===== src/design/slpd_pkg.sv =====
// Shared types and constants for the sound level to PWM duty block.
// Used by the top level, the level pipeline and the port checker. No dependencies.
package slpd_pkg;

   localparam int SAMPLE_W    = 12;
   localparam int LEVEL_W     = 12;
   localparam int DUTY_W      = 16;
   localparam int GAIN_W      = 6;
   localparam int REQ_W       = 16;
   localparam int RSP_W       = 32;
   localparam int CSR_INDEX_W = 8;
   localparam int CSR_DATA_W  = 16;

   localparam logic [CSR_INDEX_W-1:0] CSR_NOISE_FLOOR = 8'd0;
   localparam logic [CSR_INDEX_W-1:0] CSR_LEVEL_CAP   = 8'd1;
   localparam logic [CSR_INDEX_W-1:0] CSR_GAIN        = 8'd2;
   localparam logic [CSR_INDEX_W-1:0] CSR_DUTY_MAX    = 8'd3;

   localparam logic [LEVEL_W-1:0] NOISE_FLOOR_RESET = 12'd5;
   localparam logic [LEVEL_W-1:0] LEVEL_CAP_RESET   = 12'd200;
   localparam logic [GAIN_W-1:0]  GAIN_RESET        = 6'd5;
   localparam logic [DUTY_W-1:0]  DUTY_MAX_RESET    = 16'd999;

   typedef struct packed {
      logic [LEVEL_W-1:0] noise_floor;
      logic [LEVEL_W-1:0] level_cap;
      logic [GAIN_W-1:0]  gain;
      logic [DUTY_W-1:0]  duty_max;
   } cfg_type;

endpackage


===== src/design/sound_level_to_pwm_duty_top.sv =====
// Sound level meter top: calibration, baseline divide, deviation accumulation, CSRs.
// Depends on slpd_pkg and slpd_level_pipe.
//
// Takes one sample per cycle while req_tready is high. After reset the first
// CAL_SAMPLES requests build the baseline and give no response; after the last of
// them req_tready drops while the baseline divide (reciprocal multiply, then one
// correction step) completes. From then on each sample is accumulated in its accept
// cycle and every BLOCK_SAMPLES-th one sends the block sum into a five-register
// pipeline (v1 to v4, then the output register) that gives the response. The input
// then stalls only when that pipeline is full behind a held response.
// CSR writes are taken in any cycle and should be made only while the block is idle.
module sound_level_to_pwm_duty_top
   import slpd_pkg::*;
#(
   parameter int CAL_SAMPLES   = 200,
   parameter int BLOCK_SAMPLES = 32
) (
   input  logic                   clock,
   input  logic                   reset,
   input  logic                   req_tvalid,
   output logic                   req_tready,
   input  logic [REQ_W-1:0]       req_tdata,   // [11:0] sample, [15:12] zero
   output logic                   rsp_tvalid,
   input  logic                   rsp_tready,
   output logic [RSP_W-1:0]       rsp_tdata,   // [11:0] level, [27:12] duty, [31:28] zero
   input  logic                   csr_valid,
   output logic                   csr_ready,
   input  logic [CSR_INDEX_W-1:0] csr_index,
   input  logic [CSR_DATA_W-1:0]  csr_data
);

   localparam int               CW      = $clog2(CAL_SAMPLES + 1);
   localparam int               CSW     = $clog2(CAL_SAMPLES * 4096);
   localparam int               BW      = $clog2(BLOCK_SAMPLES);
   localparam int               BSW     = $clog2(BLOCK_SAMPLES * 4096);
   localparam int               DPW     = 2 * CSW + 1;
   localparam logic [CSW:0]     RECIP_C = (CSW + 1)'((2 ** CSW) / CAL_SAMPLES);
   localparam logic [CSW-1:0]   DIV_C   = CSW'(CAL_SAMPLES);
   localparam logic [CW-1:0]    CAL_LAST   = CW'(CAL_SAMPLES - 1);
   localparam logic [BW-1:0]    BLOCK_LAST = BW'(BLOCK_SAMPLES - 1);

   typedef enum logic [3:0] {
      S_CAL = 4'b0001,
      S_MUL = 4'b0010,
      S_FIX = 4'b0100,
      S_RUN = 4'b1000
   } state_type;

   state_type             state_ff, state_in;
   cfg_type               cfg_ff;
   logic [CW-1:0]         cal_count_ff, cal_count_in;
   logic [CSW-1:0]        cal_sum_ff, cal_sum_in;
   logic [DPW-1:0]        div_prod_ff;
   logic [SAMPLE_W-1:0]   baseline_ff;
   logic [SAMPLE_W-1:0]   quot;
   logic [CSW-1:0]        rem;
   logic [BW-1:0]         block_count_ff, block_count_in;
   logic [BSW-1:0]        block_sum_ff, block_sum_in;
   logic [BSW-1:0]        block_total;
   logic [SAMPLE_W-1:0]   sample;
   logic [SAMPLE_W-1:0]   dev;
   logic                  accept;
   logic                  pipe_ready;
   logic                  pipe_valid;
   logic [LEVEL_W-1:0]    rsp_level;
   logic [DUTY_W-1:0]     rsp_duty;

   assign sample      = req_tdata[SAMPLE_W-1:0];
   assign req_tready  = (state_ff == S_CAL) || ((state_ff == S_RUN) && pipe_ready);
   assign accept      = req_tvalid && req_tready;
   assign dev         = (sample > baseline_ff) ? sample - baseline_ff : baseline_ff - sample;
   assign block_total = block_sum_ff + BSW'(dev);
   assign pipe_valid  = accept && (state_ff == S_RUN) && (block_count_ff == BLOCK_LAST);

   assign quot = div_prod_ff[CSW +: SAMPLE_W];
   assign rem  = cal_sum_ff - CSW'(CSW'(quot) * DIV_C);

   always_comb begin
      state_in       = state_ff;
      cal_count_in   = cal_count_ff;
      cal_sum_in     = cal_sum_ff;
      block_count_in = block_count_ff;
      block_sum_in   = block_sum_ff;
      unique case (state_ff)
         S_CAL: begin
            if (accept) begin
               cal_sum_in = cal_sum_ff + CSW'(sample);
               if (cal_count_ff == CAL_LAST) begin
                  state_in = S_MUL;
               end else begin
                  cal_count_in = cal_count_ff + 1'b1;
               end
            end
         end
         S_MUL: begin
            state_in = S_FIX;
         end
         S_FIX: begin
            state_in = S_RUN;
         end
         S_RUN: begin
            if (accept) begin
               if (block_count_ff == BLOCK_LAST) begin
                  block_count_in = '0;
                  block_sum_in   = '0;
               end else begin
                  block_count_in = block_count_ff + 1'b1;
                  block_sum_in   = block_total;
               end
            end
         end
         default: begin
            state_in = S_CAL;
         end
      endcase
   end

   always_ff @(posedge clock) begin
      if (reset) begin
         state_ff       <= S_CAL;
         cal_count_ff   <= '0;
         cal_sum_ff     <= '0;
         block_count_ff <= '0;
         block_sum_ff   <= '0;
      end else begin
         state_ff       <= state_in;
         cal_count_ff   <= cal_count_in;
         cal_sum_ff     <= cal_sum_in;
         block_count_ff <= block_count_in;
         block_sum_ff   <= block_sum_in;
      end
   end

   always_ff @(posedge clock) begin
      if (state_ff == S_MUL) begin
         div_prod_ff <= DPW'(cal_sum_ff) * DPW'(RECIP_C);
      end
      if (state_ff == S_FIX) begin
         baseline_ff <= (rem >= DIV_C) ? quot + 1'b1 : quot;
      end
   end

   assign csr_ready = 1'b1;

   always_ff @(posedge clock) begin
      if (reset) begin
         cfg_ff.noise_floor <= NOISE_FLOOR_RESET;
         cfg_ff.level_cap   <= LEVEL_CAP_RESET;
         cfg_ff.gain        <= GAIN_RESET;
         cfg_ff.duty_max    <= DUTY_MAX_RESET;
      end else if (csr_valid && csr_ready) begin
         unique case (csr_index)
            CSR_NOISE_FLOOR: cfg_ff.noise_floor <= csr_data[LEVEL_W-1:0];
            CSR_LEVEL_CAP:   cfg_ff.level_cap   <= csr_data[LEVEL_W-1:0];
            CSR_GAIN:        cfg_ff.gain        <= csr_data[GAIN_W-1:0];
            CSR_DUTY_MAX:    cfg_ff.duty_max    <= csr_data[DUTY_W-1:0];
            default: begin
            end
         endcase
      end
   end

   slpd_level_pipe #(
      .BLOCK_SAMPLES (BLOCK_SAMPLES)
   ) u_pipe (
      .clock     (clock),
      .reset     (reset),
      .cfg       (cfg_ff),
      .sum_valid (pipe_valid),
      .sum_ready (pipe_ready),
      .sum       (block_total),
      .rsp_valid (rsp_tvalid),
      .rsp_ready (rsp_tready),
      .rsp_level (rsp_level),
      .rsp_duty  (rsp_duty)
   );

   assign rsp_tdata = {(RSP_W - LEVEL_W - DUTY_W)'(0), rsp_duty, rsp_level};

endmodule


===== src/design/slpd_level_pipe.sv =====
// Block-end pipeline: mean of the deviation sum, floor gate, cap, gain and saturation.
// Depends on slpd_pkg for the register set type and field widths.
module slpd_level_pipe
   import slpd_pkg::*;
#(
   parameter int BLOCK_SAMPLES = 32,
   parameter int SUM_W         = $clog2(BLOCK_SAMPLES * 4096)
) (
   input  logic                clock,
   input  logic                reset,
   input  cfg_type             cfg,
   input  logic                sum_valid,
   output logic                sum_ready,
   input  logic [SUM_W-1:0]    sum,
   output logic                rsp_valid,
   input  logic                rsp_ready,
   output logic [LEVEL_W-1:0]  rsp_level,
   output logic [DUTY_W-1:0]   rsp_duty
);

   localparam int                PROD_W  = 2 * SUM_W + 1;
   localparam logic [SUM_W:0]    RECIP_B = (SUM_W + 1)'((2 ** SUM_W) / BLOCK_SAMPLES);
   localparam logic [SUM_W-1:0]  DIV_B   = SUM_W'(BLOCK_SAMPLES);
   localparam int                MUL_W   = LEVEL_W + GAIN_W;

   logic                 v1_ff, v2_ff, v3_ff, v4_ff, rsp_valid_ff;
   logic                 free1, free2, free3, free4, free_out;

   logic [SUM_W-1:0]     sum1_ff;
   logic [SUM_W-1:0]     sum2_ff;
   logic [PROD_W-1:0]    prod2_ff;
   logic [PROD_W-1:0]    prod2_in;
   logic [LEVEL_W-1:0]   level3_ff;
   logic [LEVEL_W-1:0]   level3_in;
   logic [LEVEL_W-1:0]   level4_ff;
   logic                 below4_ff;
   logic [MUL_W-1:0]     mul4_ff;
   logic [MUL_W-1:0]     mul4_in;
   logic [LEVEL_W-1:0]   clamped;
   logic [LEVEL_W-1:0]   quot;
   logic [SUM_W-1:0]     rem;
   logic [LEVEL_W-1:0]   level_out_ff;
   logic [DUTY_W-1:0]    duty_out_ff;
   logic [DUTY_W-1:0]    duty_in;

   assign free_out  = !rsp_valid_ff || rsp_ready;
   assign free4     = !v4_ff || free_out;
   assign free3     = !v3_ff || free4;
   assign free2     = !v2_ff || free3;
   assign free1     = !v1_ff || free2;
   assign sum_ready = free1;

   assign prod2_in  = PROD_W'(sum1_ff) * PROD_W'(RECIP_B);
   assign quot      = prod2_ff[SUM_W +: LEVEL_W];
   assign rem       = sum2_ff - SUM_W'(SUM_W'(quot) * DIV_B);
   assign level3_in = (rem >= DIV_B) ? quot + 1'b1 : quot;

   assign clamped   = (level3_ff > cfg.level_cap) ? cfg.level_cap : level3_ff;
   assign mul4_in   = MUL_W'(clamped) * MUL_W'(cfg.gain);

   always_comb begin
      if (below4_ff) begin
         duty_in = '0;
      end else if (mul4_ff > MUL_W'(cfg.duty_max)) begin
         duty_in = cfg.duty_max;
      end else begin
         duty_in = DUTY_W'(mul4_ff);
      end
   end

   always_ff @(posedge clock) begin
      if (reset) begin
         v1_ff        <= 1'b0;
         v2_ff        <= 1'b0;
         v3_ff        <= 1'b0;
         v4_ff        <= 1'b0;
         rsp_valid_ff <= 1'b0;
      end else begin
         if (free1)    v1_ff        <= sum_valid;
         if (free2)    v2_ff        <= v1_ff;
         if (free3)    v3_ff        <= v2_ff;
         if (free4)    v4_ff        <= v3_ff;
         if (free_out) rsp_valid_ff <= v4_ff;
      end
   end

   always_ff @(posedge clock) begin
      if (free1 && sum_valid) begin
         sum1_ff <= sum;
      end
      if (free2 && v1_ff) begin
         prod2_ff <= prod2_in;
         sum2_ff  <= sum1_ff;
      end
      if (free3 && v2_ff) begin
         level3_ff <= level3_in;
      end
      if (free4 && v3_ff) begin
         level4_ff <= level3_ff;
         below4_ff <= level3_ff < cfg.noise_floor;
         mul4_ff   <= mul4_in;
      end
      if (free_out && v4_ff) begin
         level_out_ff <= level4_ff;
         duty_out_ff  <= duty_in;
      end
   end

   assign rsp_valid = rsp_valid_ff;
   assign rsp_level = level_out_ff;
   assign rsp_duty  = duty_out_ff;

endmodule


===== config.mk =====
export PLATFORM = sky130hd
export DESIGN_NAME = sound_level_to_pwm_duty_top
export DESIGN_NICKNAME = d
export VERILOG_FILES = /design/src/design/slpd_pkg.sv /design/src/design/sound_level_to_pwm_duty_top.sv /design/src/design/slpd_level_pipe.sv
export SDC_FILE = /design/constraint.sdc
export NUM_CORES = 1
export LEC_CHECK = 0
export BUFFER_PORTS_ARGS = -buffer_cell sky130_fd_sc_hd__buf_2
export CORE_ASPECT_RATIO = 1.5
export CORE_UTILIZATION = 30
export DETAILED_ROUTE_END_ITERATION = 8
export PLACE_DENSITY = 0.46
export SYNTH_ARGS = -nofsm -noshare
export SYNTH_HDL_FRONTEND = slang
export SYNTH_SLANG_ARGS = --single-unit

===== constraint.sdc =====
create_clock -name clock -period 18 [get_ports clock]
set_input_delay 1.8 -clock clock [delete_from_list [all_inputs] [get_ports clock]]
set_output_delay 1.8 -clock clock [all_outputs]
set_load 0.005 [all_outputs]

==> flow_summary.toml <==
[grt]
grt_pass1_wl_um = 74000
grt_usage = 0.146
grt_pass1_vias = 14100
grt-ovfl-total = 0
grt_max_degree = 56
grt_antenna_before_repair = 1

[synthesis]
netlist_instances = 1938
ys_types = 81
avgSynthCellArea_um2 = 9.87
synth_seq_cells = 224
seq_area_frac_synth = 0.297
synthFlopType = "edfxtp_1"
synth-edff-count = 119
netlist_area_um2 = 19100
postSynth.asyncResetShare = 0
yosysWarningCount = 0

[timing]
fmax_mhz = 139
rsz0062_at_grt = "false"
drv_slew = 0
finalCritPeriodShare = 0.399
slew-limit-headroom = 0.212
hold_viol = 0
fin_crit_ps = 7180
fin_ws_ps = 10820
setup_tns_ps = 0
max_slew.worst_pin.slew_ps = 1150
finClkSkew_ps = 10.7
setup_viol = 0

[layout]
antenna_cells = 0
nets = 2468
area_growth_pct = 11.5
drive_gt1_frac = 0.0776
final_common_cell = "inv_1"
final_cell_mix = "inv_1 (291), ha_1 (288), fa_1 (133)"

[pwr]
peakVddDrop_mv = 0.0614
powerDensity_nw_per_um2 = 69.0
p_leak_nw = 9.80

[worst_setup_path]
rr_startpoint = "u_pipe.level3_ff[1]$_DFFE_PP_"
r2r_setup_slack_ps = 10820
crit_required_ps = 18410
cp-endpoint = "u_pipe.mul4_ff[17]$_DFFE_PP_"
rr_worst_depth = 27
cp_max_fo = 8
worstSetupPathType = "register to register"
rr_endpoint = "u_pipe.mul4_ff[17]$_DFFE_PP_"
critPathLaunchType = "register"
arrival_ps = 7590
crit_start = "u_pipe.level3_ff[1]$_DFFE_PP_"
crit_path_end_kind = "register"

[place]
place_ws_ps = 10830
gp_congestion = 0.868
place_hpwl_um = 38200
io_buffer_count = 70

[cts]
cts_hold_buf = 0
cts-resized-gates = 0
clk_pin_slew_ps = 70
cts_tree = "yes"
clk_latency_ps = 570
numClockSinks = 224
cts_root_buf = "clkbuf_16"
post_cts_buffers = 0
cts_made_buffers = 26
h-tree-depth = 1
cts_buffer_depth = 3

[die]
start_util = 0.303
io_pins = 80
die_x_um = 208
core-area_um2 = 63200
fp.dieH_um = 311
die_area_um2 = 64800
fp-row-count = 113

[detailed_routing]
routed_wl_um = 46300
vias = 13400
drc = 0
dr.pass1.iters = 5
ant_nets = 0
avgRoutedWirePerCell_um = 16.4
viasPerCell = 4.73
first_iter_violations = 416

[outcome]
status = "finished, final reports clean"

[run]
timing.max_cap.violations = 0

[min_path]
min_path_type = "register to register"
-- layer usage --
layer / up-vias / GRT usage / routed length (um)
met5: - / 0 / 0
met2: 203 / 0.295 / 25800
li1: 6680 / - / -
met1: 6421 / 0.145 / 17300
met3: 79 / 0.0151 / 1130
met4: 0 / 0.0675 / 2190
-- worst min path at each step --
stage	cells after the start	slack [ps]	from	to
2_1_floorplan	0	400	u_pipe.sum2_ff[5]$_DFFE_PP_	u_pipe.level3_ff[0]$_DFFE_PP_
3_3_place_gp	0	400	u_pipe.sum2_ff[7]$_DFFE_PP_	u_pipe.level3_ff[2]$_DFFE_PP_
3_5_place_dp	0	400	u_pipe.sum2_ff[12]$_DFFE_PP_	u_pipe.level3_ff[7]$_DFFE_PP_
4_1_cts	0	410	u_pipe.sum2_ff[16]$_DFFE_PP_	u_pipe.level3_ff[11]$_DFFE_PP_
5_1_grt	0	430	u_pipe.sum2_ff[16]$_DFFE_PP_	u_pipe.level3_ff[11]$_DFFE_PP_
6_report	0	410	u_pipe.sum2_ff[16]$_DFFE_PP_	u_pipe.level3_ff[11]$_DFFE_PP_
-- cell usage after synthesis (13+ instances only) --
master / instances / area [um^2]
inv_1: 291 / 1090
ha_1: 288 / 3600
fa_1: 133 / 2660
nand2_1: 130 / 488
a21oi_1: 127 / 636
nor2_1: 127 / 477
edfxtp_1: 119 / 3570
dfxtp_1: 105 / 2100
nor2b_1: 73 / 457
xnor2_1: 64 / 561
xor2_1: 42 / 368
mux2i_1: 39 / 390
o21ai_0: 38 / 190
clkbuf_1: 34 / 128
a21o_1: 32 / 240
nand3_1: 29 / 145
nor3_1: 23 / 115
nand2b_1: 17 / 106
nand4_1: 16 / 100
and3_1: 15 / 93.8
o21bai_1: 14 / 105
a211o_1: 13 / 114
-- power by group --
part           switching, mW  internal, mW
combinational          0.185         0.144
clock                  0.233         0.356
sequential            0.0141         0.538
total                  0.433          1.04
-- critical path: stages, from the launching register on --
cell and delay (ps):
edfxtp_1 480, ha_1 320, nor2b_1 130, o21ai_0 150, nand2b_1 70, a21oi_1 230
nor3_1 60, a2111oi_0 390, nor2_1 210, buf_4 230, mux2i_1 650, nor2b_1 150
fa_1 540, inv_1 50, fa_1 460, fa_1 540, inv_1 40, ha_1 320
a21oi_1 170, nor2_1 60, nor2_1 150, o21bai_1 90, a21oi_1 220, o21ai_1 110
a41o_1 280, o41ai_2 340, or4b_1 470, o211ai_1 100
-- sequential cells by signal (all words and copies together) (netlist names), 4 cells and up --
register,flops
u_pipe.level3_ff,12
state_ff,4
u_pipe.rsp_level,12
u_pipe.sum2_ff,12
block_sum_ff,17
u_pipe.sum1_ff,12
u_pipe.mul4_ff,18
cal_count_ff,8
block_count_ff,5
div_prod_ff,12
cfg_ff,46
cal_sum_ff,20
u_pipe.rsp_duty,16
baseline_ff,12
u_pipe.level4_ff,12
-- final cells by class --
type,count,area (um^2)
Inverter,291,1090
Multi-Input combinational cell,1379,12200
Clock buffer,31,669
Timing Repair Buffer,80,428
Tap cell,805,1010
Fill cell,6370,41900
Clock inverter,17,280
Sequential cell,224,5680
-- kinds of logic after synthesis --
group / count (synthesis) / share of synthesized area
other cells: 2 / 0.000393
buf+inv: 338 / 0.0684
simple gates: 487 / 0.126
fa+ha+maj: 421 / 0.328
compound gates: 316 / 0.108
mux: 44 / 0.0239
flops: 224 / 0.297
xor+xnor: 106 / 0.0486
-- stage by stage --
step	power, mW	util	hold WS, ps	cell area, um^2	std cells
after floorplan	0.806	-	400	19100	1941
after global routing	1.57	0.337	427	21300	2827
final	1.47	0.337	413	21300	2827
after detailed placement	0.897	0.322	405	20400	2779
after global placement	0.894	0.322	400	20400	2779
after CTS	1.50	0.337	412	21300	2827
(Power assumes the default switching activity.)
